### config.mk
export PLATFORM = sky130hd
export DESIGN_NAME = remote_packet_rle_decoder
export DESIGN_NICKNAME = d
export VERILOG_FILES = /design/src/hw/rtl/rprd_pkg.sv /design/src/hw/rtl/rprd_front.sv /design/src/hw/rtl/rprd_back.sv /design/src/hw/rtl/remote_packet_rle_decoder.sv
export SDC_FILE = /design/constraint.sdc
export NUM_CORES = 1
export LEC_CHECK = 0
export BUFFER_PORTS_ARGS = -buffer_cell sky130_fd_sc_hd__buf_2
export CAP_MARGIN = 20
export CELL_PAD_IN_SITES_DETAIL_PLACEMENT = 0
export CELL_PAD_IN_SITES_GLOBAL_PLACEMENT = 1
export CORE_ASPECT_RATIO = 1.5
export CORE_UTILIZATION = 53
export CTS_CLUSTER_DIAMETER = 40
export DETAILED_ROUTE_END_ITERATION = 12
export PLACE_DENSITY = 0.9
export SETUP_SLACK_MARGIN = 0.3
export SYNTH_ARGS = -nofsm -noshare
export SYNTH_HDL_FRONTEND = slang
export SYNTH_SLANG_ARGS = --single-unit
### constraint.sdc
create_clock -name clk_i -period 13.15 [get_ports clk_i]
set_clock_uncertainty 0.1 [all_clocks]
set_input_delay 2.63 -clock clk_i [delete_from_list [all_inputs] [get_ports clk_i]]
set_output_delay 2.63 -clock clk_i [all_outputs]
set_load 0.01 [all_outputs]
### src/hw/rtl/rprd_pkg.sv
`default_nettype none

package rprd_pkg;

  localparam int LenWidth   = 16;
  localparam int LimitWidth = 16;
  localparam int CalcWidth  = (LenWidth > LimitWidth) ? LenWidth : LimitWidth;

  localparam logic [7:0] StarCode  = 8'h2A;
  localparam logic [7:0] XCode     = 8'h78;
  localparam logic [7:0] ZeroCode  = 8'h30;
  localparam logic [7:0] CountBias = 8'd29;
  localparam logic [7:0] CountEnd  = 8'd128;

  localparam logic [LimitWidth-1:0] LimitReset = LimitWidth'(4096);

  // One classified input byte, as handed from the front to the back.
  typedef struct packed {
    logic [7:0] raw;
    logic [7:0] lit;
    logic       is_star;
    logic       count_inf;
    logic [6:0] count;
    logic       eop;
  } cmd_t;

  typedef struct packed {
    logic [7:0]          out_byte;
    logic [LenWidth-1:0] run_length;
    logic                is_final;
    logic [LenWidth-1:0] total_length;
  } res_t;

endpackage

`default_nettype wire

### src/hw/rtl/rprd_front.sv
`default_nettype none

module rprd_front import rprd_pkg::*; (
  input  wire logic       clk_i,
  input  wire logic       rst_ni,
  input  wire logic       push_i,
  output logic            full_o,
  input  wire logic [7:0] in_byte_i,
  input  wire logic       end_of_packet_i,
  output logic            cmd_valid_o,
  input  wire logic       cmd_ready_i,
  output cmd_t            cmd_o
);

  cmd_t       cls;
  cmd_t       mem_q [2];
  logic       wr_ptr_q, wr_ptr_d;
  logic       rd_ptr_q, rd_ptr_d;
  logic [1:0] cnt_q, cnt_d;
  logic       wr_en, rd_en;

  // Decode everything that does not depend on packet state.
  always_comb begin
    cls.raw       = in_byte_i;
    cls.lit       = (in_byte_i == XCode) ? ZeroCode : in_byte_i;
    cls.is_star   = (in_byte_i == StarCode);
    cls.count_inf = (in_byte_i < CountBias) || (in_byte_i >= CountEnd);
    cls.count     = 7'(in_byte_i - CountBias);
    cls.eop       = end_of_packet_i;
  end

  assign full_o      = cnt_q[1];
  assign cmd_valid_o = (cnt_q != 2'd0);
  assign cmd_o       = mem_q[rd_ptr_q];
  assign wr_en       = push_i && !full_o;
  assign rd_en       = cmd_valid_o && cmd_ready_i;

  always_comb begin
    wr_ptr_d = wr_en ? !wr_ptr_q : wr_ptr_q;
    rd_ptr_d = rd_en ? !rd_ptr_q : rd_ptr_q;
    cnt_d    = cnt_q;
    if (wr_en && !rd_en) begin
      cnt_d = cnt_q + 2'd1;
    end else if (!wr_en && rd_en) begin
      cnt_d = cnt_q - 2'd1;
    end
  end

  always_ff @(posedge clk_i) begin
    if (wr_en) begin
      mem_q[wr_ptr_q] <= cls;
    end
  end

  always_ff @(posedge clk_i or negedge rst_ni) begin
    if (!rst_ni) begin
      wr_ptr_q <= 1'b0;
      rd_ptr_q <= 1'b0;
      cnt_q    <= 2'd0;
    end else begin
      wr_ptr_q <= wr_ptr_d;
      rd_ptr_q <= rd_ptr_d;
      cnt_q    <= cnt_d;
    end
  end

endmodule

`default_nettype wire

### src/hw/rtl/rprd_back.sv
`default_nettype none

module rprd_back import rprd_pkg::*; (
  input  wire logic                  clk_i,
  input  wire logic                  rst_ni,
  input  wire logic                  cfg_valid_i,
  output logic                       cfg_ready_o,
  input  wire logic [LimitWidth-1:0] cfg_data_i,
  input  wire logic                  cmd_valid_i,
  output logic                       cmd_ready_o,
  input  wire cmd_t                  cmd_i,
  output logic                       res_empty_o,
  input  wire logic                  res_pop_i,
  output res_t                       res_o
);

  logic [LimitWidth-1:0] limit_q;
  logic [7:0]            prev_q, prev_d;
  logic                  star_q, star_d;
  logic [LenWidth-1:0]   wc_q, wc_d;

  logic [CalcWidth-1:0]  wc_ext, lim_ext, room, cnt_ext, run_len;
  logic [7:0]            run_byte;
  logic                  have_run, step, emit;
  logic [LenWidth-1:0]   wc_new;
  res_t                  res_d;

  res_t                  mem_q [2];
  logic                  wr_ptr_q, rd_ptr_q;
  logic [1:0]            cnt_q, cnt_d;
  logic                  rd_en, res_full;

  assign cfg_ready_o = 1'b1;
  assign res_full    = cnt_q[1];
  assign cmd_ready_o = !res_full;
  assign step        = cmd_valid_i && !res_full;

  assign wc_ext  = CalcWidth'(wc_q);
  assign lim_ext = CalcWidth'(limit_q);
  assign room    = lim_ext - wc_ext;
  assign cnt_ext = CalcWidth'(cmd_i.count);

  always_comb begin
    prev_d   = prev_q;
    star_d   = star_q;
    run_byte = 8'd0;
    run_len  = '0;
    have_run = 1'b0;
    // Once the buffer is full every byte is ignored, stars included.
    if (wc_ext < lim_ext) begin
      if (star_q) begin
        if (cmd_i.count_inf || (cnt_ext > room)) begin
          run_len = room;
        end else begin
          run_len = cnt_ext;
        end
        run_byte = prev_q;
        have_run = (run_len != '0);
        star_d   = 1'b0;
        prev_d   = cmd_i.raw;
      end else if (cmd_i.is_star) begin
        star_d = 1'b1;
      end else begin
        run_byte = cmd_i.lit;
        run_len  = CalcWidth'(1);
        have_run = 1'b1;
        prev_d   = cmd_i.raw;
      end
    end
    wc_new = LenWidth'(wc_ext + run_len);
    wc_d   = wc_new;
    if (cmd_i.eop) begin
      prev_d = 8'd0;
      star_d = 1'b0;
      wc_d   = '0;
    end
    emit               = have_run || cmd_i.eop;
    res_d.out_byte     = have_run ? run_byte : 8'd0;
    res_d.run_length   = have_run ? LenWidth'(run_len) : '0;
    res_d.is_final     = cmd_i.eop;
    res_d.total_length = wc_new;
  end

  always_ff @(posedge clk_i or negedge rst_ni) begin
    if (!rst_ni) begin
      limit_q <= LimitReset;
      prev_q  <= 8'd0;
      star_q  <= 1'b0;
      wc_q    <= '0;
    end else begin
      if (cfg_valid_i && cfg_ready_o) begin
        limit_q <= cfg_data_i;
      end
      if (step) begin
        prev_q <= prev_d;
        star_q <= star_d;
        wc_q   <= wc_d;
      end
    end
  end

  // Two-entry result queue decouples the run engine from the consumer.
  assign res_empty_o = (cnt_q == 2'd0);
  assign res_o       = mem_q[rd_ptr_q];
  assign rd_en       = !res_empty_o && res_pop_i;

  always_comb begin
    cnt_d = cnt_q;
    if ((step && emit) && !rd_en) begin
      cnt_d = cnt_q + 2'd1;
    end else if (!(step && emit) && rd_en) begin
      cnt_d = cnt_q - 2'd1;
    end
  end

  always_ff @(posedge clk_i) begin
    if (step && emit) begin
      mem_q[wr_ptr_q] <= res_d;
    end
  end

  always_ff @(posedge clk_i or negedge rst_ni) begin
    if (!rst_ni) begin
      wr_ptr_q <= 1'b0;
      rd_ptr_q <= 1'b0;
      cnt_q    <= 2'd0;
    end else begin
      if (step && emit) begin
        wr_ptr_q <= !wr_ptr_q;
      end
      if (rd_en) begin
        rd_ptr_q <= !rd_ptr_q;
      end
      cnt_q <= cnt_d;
    end
  end

endmodule

`default_nettype wire

### src/hw/rtl/remote_packet_rle_decoder.sv
// Channel     Direction  Handshake            Payload
// input       in         push / full          in_byte_i, end_of_packet_i
// result      out        empty / pop          out_byte_o, run_length_o, is_final_o,
//                                             total_length_o
// config      in         cfg_valid_i / ready  cfg_data_i (out_limit)
//
// One byte is taken per cycle while full is low.
// The classify queue and the result queue hold two entries each, so a consumer that
// pops every cycle sees a sustained rate of up to one run per cycle.
// Reset clears the packet state and sets out_limit to 4096; no clearing pass is needed.
// A stalled consumer fills the result queue, then the classify queue, then raises full.
`default_nettype none

module remote_packet_rle_decoder import rprd_pkg::*; (
  input  wire logic                  clk_i,
  input  wire logic                  rst_ni,
  input  wire logic                  push,
  output logic                       full,
  input  wire logic [7:0]            in_byte_i,
  input  wire logic                  end_of_packet_i,
  output logic                       empty,
  input  wire logic                  pop,
  output logic [7:0]                 out_byte_o,
  output logic [LenWidth-1:0]        run_length_o,
  output logic                       is_final_o,
  output logic [LenWidth-1:0]        total_length_o,
  input  wire logic                  cfg_valid_i,
  output logic                       cfg_ready_o,
  input  wire logic [LimitWidth-1:0] cfg_data_i
);

  cmd_t cmd;
  logic cmd_valid, cmd_ready;
  res_t res;

  rprd_front u_front (
    .clk_i           (clk_i),
    .rst_ni          (rst_ni),
    .push_i          (push),
    .full_o          (full),
    .in_byte_i       (in_byte_i),
    .end_of_packet_i (end_of_packet_i),
    .cmd_valid_o     (cmd_valid),
    .cmd_ready_i     (cmd_ready),
    .cmd_o           (cmd)
  );

  rprd_back u_back (
    .clk_i       (clk_i),
    .rst_ni      (rst_ni),
    .cfg_valid_i (cfg_valid_i),
    .cfg_ready_o (cfg_ready_o),
    .cfg_data_i  (cfg_data_i),
    .cmd_valid_i (cmd_valid),
    .cmd_ready_o (cmd_ready),
    .cmd_i       (cmd),
    .res_empty_o (empty),
    .res_pop_i   (pop),
    .res_o       (res)
  );

  assign out_byte_o     = res.out_byte;
  assign run_length_o   = res.run_length;
  assign is_final_o     = res.is_final;
  assign total_length_o = res.total_length;

endmodule

`default_nettype wire

==> flow_summary_export.csv <==
group,metric,value,unit
pwr,p_seq_frac,0.368,
timing,finalCriticalPeriod,6400,ps
timing,rsz0062_at_grt,"false",
synthesis,syn-num-nets,826,
die,die-area,18000,µm²
pwr,switching_share,0.390,
synthesis,ys_seq_area_frac,0.566,
routing,ant_nets,0,
placed_design,hpwlAfterDp,15200,µm
synthesis,synthArstFlopShare,0.268,
die,rows,58,
timing,relSlewSlack,0.349,
timing,fmax,156,MHz
clock_tree,cts-root-buf,"clkbuf_16",
global_route,overflow,0,
clock_tree,htree_levels,4,
setup_path,critPathMaxStageDelay,410,ps
setup_path,r2r-end,"u_back.wc_ext[14]$_DFFE_PN0P_",
timing,final-setup-viol-count,0,
setup_path,regToRegStartpoint,"u_back.wc_ext[1]$_DFFE_PN0P_",
setup_path,required,13420,ps
global_route,use_met1,0.239,
global_route,use_met3,0.0321,
pwr,p_leak,0.00415,µW
synthesis,ys_seq_elements,183,
clock_tree,clk_latency,430,ps
synthesis,synth_top_area_frac,0.434,
die,fp.dieW,110,µm
setup_path,worstSetupPathType,"reg2reg",
die,die_h,164,µm
setup_path,endpoint,"u_back.wc_ext[14]$_DFFE_PN0P_",
setup_path,crit_slowest_cell,"dfrtp_1",
clock_tree,tritoncts,"built",
global_route,grt_usage,0.243,
synthesis,syn_avg_cell_area,12.3,µm²
global_route,met2_usage,0.463,
routing,via_per_inst,5.84,
clock_tree,cts_sinks,183,
placed_design,gp_congestion,0.922,
timing,tightest_slew,977,ps
placed_design,io_buffers,72,
global_route,antenna_found_initial,0,
setup_path,cp-start-kind,"flop",
global_route,grt-busiest-layer,"met2",
setup_path,path_max_fanout,14,
final_layout,layout-drive-gt1-share,0.238,
setup_path,end_kind,"flop",
synthesis,ys.flop_type,"edfxtp_1",
synthesis,yosysWarnings,0,
routing,dr.pass1.iters,5,
routing,drc,0,
routing,dr_total_vias,6100,
die,fp.coreArea,16900,µm²
synthesis,synthMostInstantiatedCell,"edfxtp_1",
synthesis,synth_common_cells,"134 x edfxtp_1, 64 x mux2_2, 59 x nor2_1, 48 x dfrtp_1, 47 x o21ai_0",
clock_tree,cts_buffer_depth,2,
clock_tree,cts_resized,0,
global_route,grt_first_pass_wirelength,32100,µm
setup_path,worstPathArrival,6670,ps
clock_tree,numCtsBuffers,17,
outcome,run_status,"complete, no violations",
timing,drv_slew,0,
job,cap_violations,0,
global_route,grt_max_degree,50,
setup_path,rrSetupSlack,6750,ps
pwr,vdd_drop_max,0.000131,V
die,num_io_pins,74,
setup_path,cpMostUsedCell,"o21ai_0",
pwr,p_clk_frac,0.202,
timing,hold_viol_final,0,
setup_path,ff2ff_path_depth,28,
synthesis,yosys.area.top_type,"edfxtp_1",
final_layout,area_growth,13.1,%
final_layout,utilization,0.620,
final_layout,fin_nets,896,
synthesis,synth-edff-count,134,
clock_tree,post-cts-setup-buffers,0,
pwr,p_sw,1020,µW
min_path,hold_path.class,"reg2reg",
routing,wl_per_cell,19.6,µm
setup_path,critPathLaunch,"u_back.wc_ext[1]$_DFFE_PN0P_",
pwr,combPwrFrac,0.430,
final_layout,diodes,0,
synthesis,ys_types,73,
pwr,power.density,250,nW/µm²
synthesis,yosys-top-cells-area,"edfxtp_1 43%, dfrtp_1 13%, mux2_2 7.8%",
routing,routed_wl,20500,µm
die,start_util,0.548,
timing,min_period_over_period,0.486,
pwr,power.internal,1600,µW
timing,setup-tns-final,0,ps
synthesis,synthCells,752,
synthesis,syn_area,9270,µm²
global_route,grt_pass1_vias,6448,
clock_tree,holdBufCountCts,0,
clock_tree,clk_pin_slew_worst_paths,70,ps
routing,drt_iter0_drc,305,
==> stage by stage <==
step | instance area [µm²] | hold slack (ps) | worst slack (ps) | cells | total power [µW]
after floorplan | 9270 | 350 | 6720 | 752 | 1740
after global placement | 9840 | 362 | 7080 | 1011 | 2050
after detailed placement | 9840 | 373 | 6860 | 1011 | 2100
after CTS | 10500 | 388 | 6820 | 1043 | 2630
after global routing | 10500 | 410 | 6280 | 1045 | 2770
final | 10500 | 388 | 6750 | 1045 | 2620
==> power by group through the flow <==
| stage | Combinational, µW | Sequential, µW | Clock (µW) |
|---|---|---|---|
| 3_5_place_dp | 1120 | 978 | 0 |
| 4_1_cts | 1120 | 967 | 534 |
| 2_1_floorplan | 820 | 922 | 0 |
| 6_report | 1130 | 964 | 528 |
| 3_3_place_gp | 1090 | 962 | 0 |
| 5_1_grt | 1230 | 984 | 554 |
==> cells in the final DEF (no fill, tap or decap), types with 8 or more instances in the layout <==
master / instances
a21oi_1: 37
buf_2: 72
buf_4: 8
clkbuf_16: 17
dfrtp_1: 47
edfxtp_1: 134
ha_1: 42
inv_1: 41
mux2_2: 64
mux2i_1: 23
nand2_1: 41
nand3_1: 14
nor2_1: 58
nor3_1: 23
o21ai_0: 47
xnor2_1: 23
xor2_1: 14
==> worst min-delay path by stage <==
stage / start / endpoint / slack [ps] / cells after the start
2_1_floorplan: u_back.prev_q[0]$_DFFE_PN0P_ / u_back.prev_q[0]$_DFFE_PN0P_ / 350 / 2
3_3_place_gp: u_back.prev_q[0]$_DFFE_PN0P_ / u_back.prev_q[0]$_DFFE_PN0P_ / 360 / 2
3_5_place_dp: u_back.prev_q[6]$_DFFE_PN0P_ / u_back.prev_q[6]$_DFFE_PN0P_ / 370 / 2
4_1_cts: u_back.prev_q[2]$_DFFE_PN0P_ / u_back.prev_q[2]$_DFFE_PN0P_ / 390 / 2
5_1_grt: u_back.prev_q[3]$_DFFE_PN0P_ / u_back.prev_q[3]$_DFFE_PN0P_ / 410 / 2
6_report: u_back.prev_q[2]$_DFFE_PN0P_ / u_back.prev_q[2]$_DFFE_PN0P_ / 390 / 2
==> routing by layer <==
layer | wire (µm) | vias up | part of all wire
li1 | - | 2906 | -
met5 | 0 | - | 0
met2 | 11700 | 166 | 0.57
met3 | 522 | 66 | 0.025
met1 | 7050 | 2962 | 0.34
met4 | 1240 | 0 | 0.060
==> logic make-up (layout without fill, tap and decap cells) <==
logic type | Yosys count | in the layout | share of synthesized area
other cells | 1 | 1 | 0.000404
simple gates | 184 | 184 | 0.101
xor+xnor | 37 | 37 | 0.0349
fa+ha+maj | 44 | 44 | 0.0610
buf+inv | 73 | 156 | 0.0320
compound gates | 143 | 143 | 0.102
flops | 183 | 183 | 0.566
mux | 87 | 87 | 0.103
==> state kept, by name (all words and copies together) (netlist names), 2 cells and up <==
signal,count
u_front.mem_q,52
u_back.cnt_q,2
u_back.lim_ext,16
u_back.wc_ext,16
u_back.prev_q,8
u_back.mem_q,82
u_front.cnt_q,2
==> worst max-delay path: cells and delay by family (launching register included) <==
| kind | cells | cell delay, ps |
|---|---|---|
| AO/OA/AOI/OAI | 14 | 2730 |
| XOR/XNOR | 2 | 400 |
| adder cells (fa/ha/maj) | 4 | 1220 |
| buffers and inverters | 2 | 280 |
| flip-flops | 1 | 410 |
| multiplexers | 1 | 400 |
| AND/OR/NAND/NOR | 5 | 820 |
==> final cells by class <==
| class | instances | area (µm²) |
|---|---|---|
| clock buffers | 18 | 429 |
| clock inverters | 14 | 189 |
| fillers | 1311 | 6420 |
| inverters | 43 | 161 |
| multi-input cells | 496 | 3750 |
| flip-flops and latches | 183 | 5250 |
| well taps | 210 | 263 |
| repair buffers | 81 | 448 |
Power figures use the tool's default switching activity.
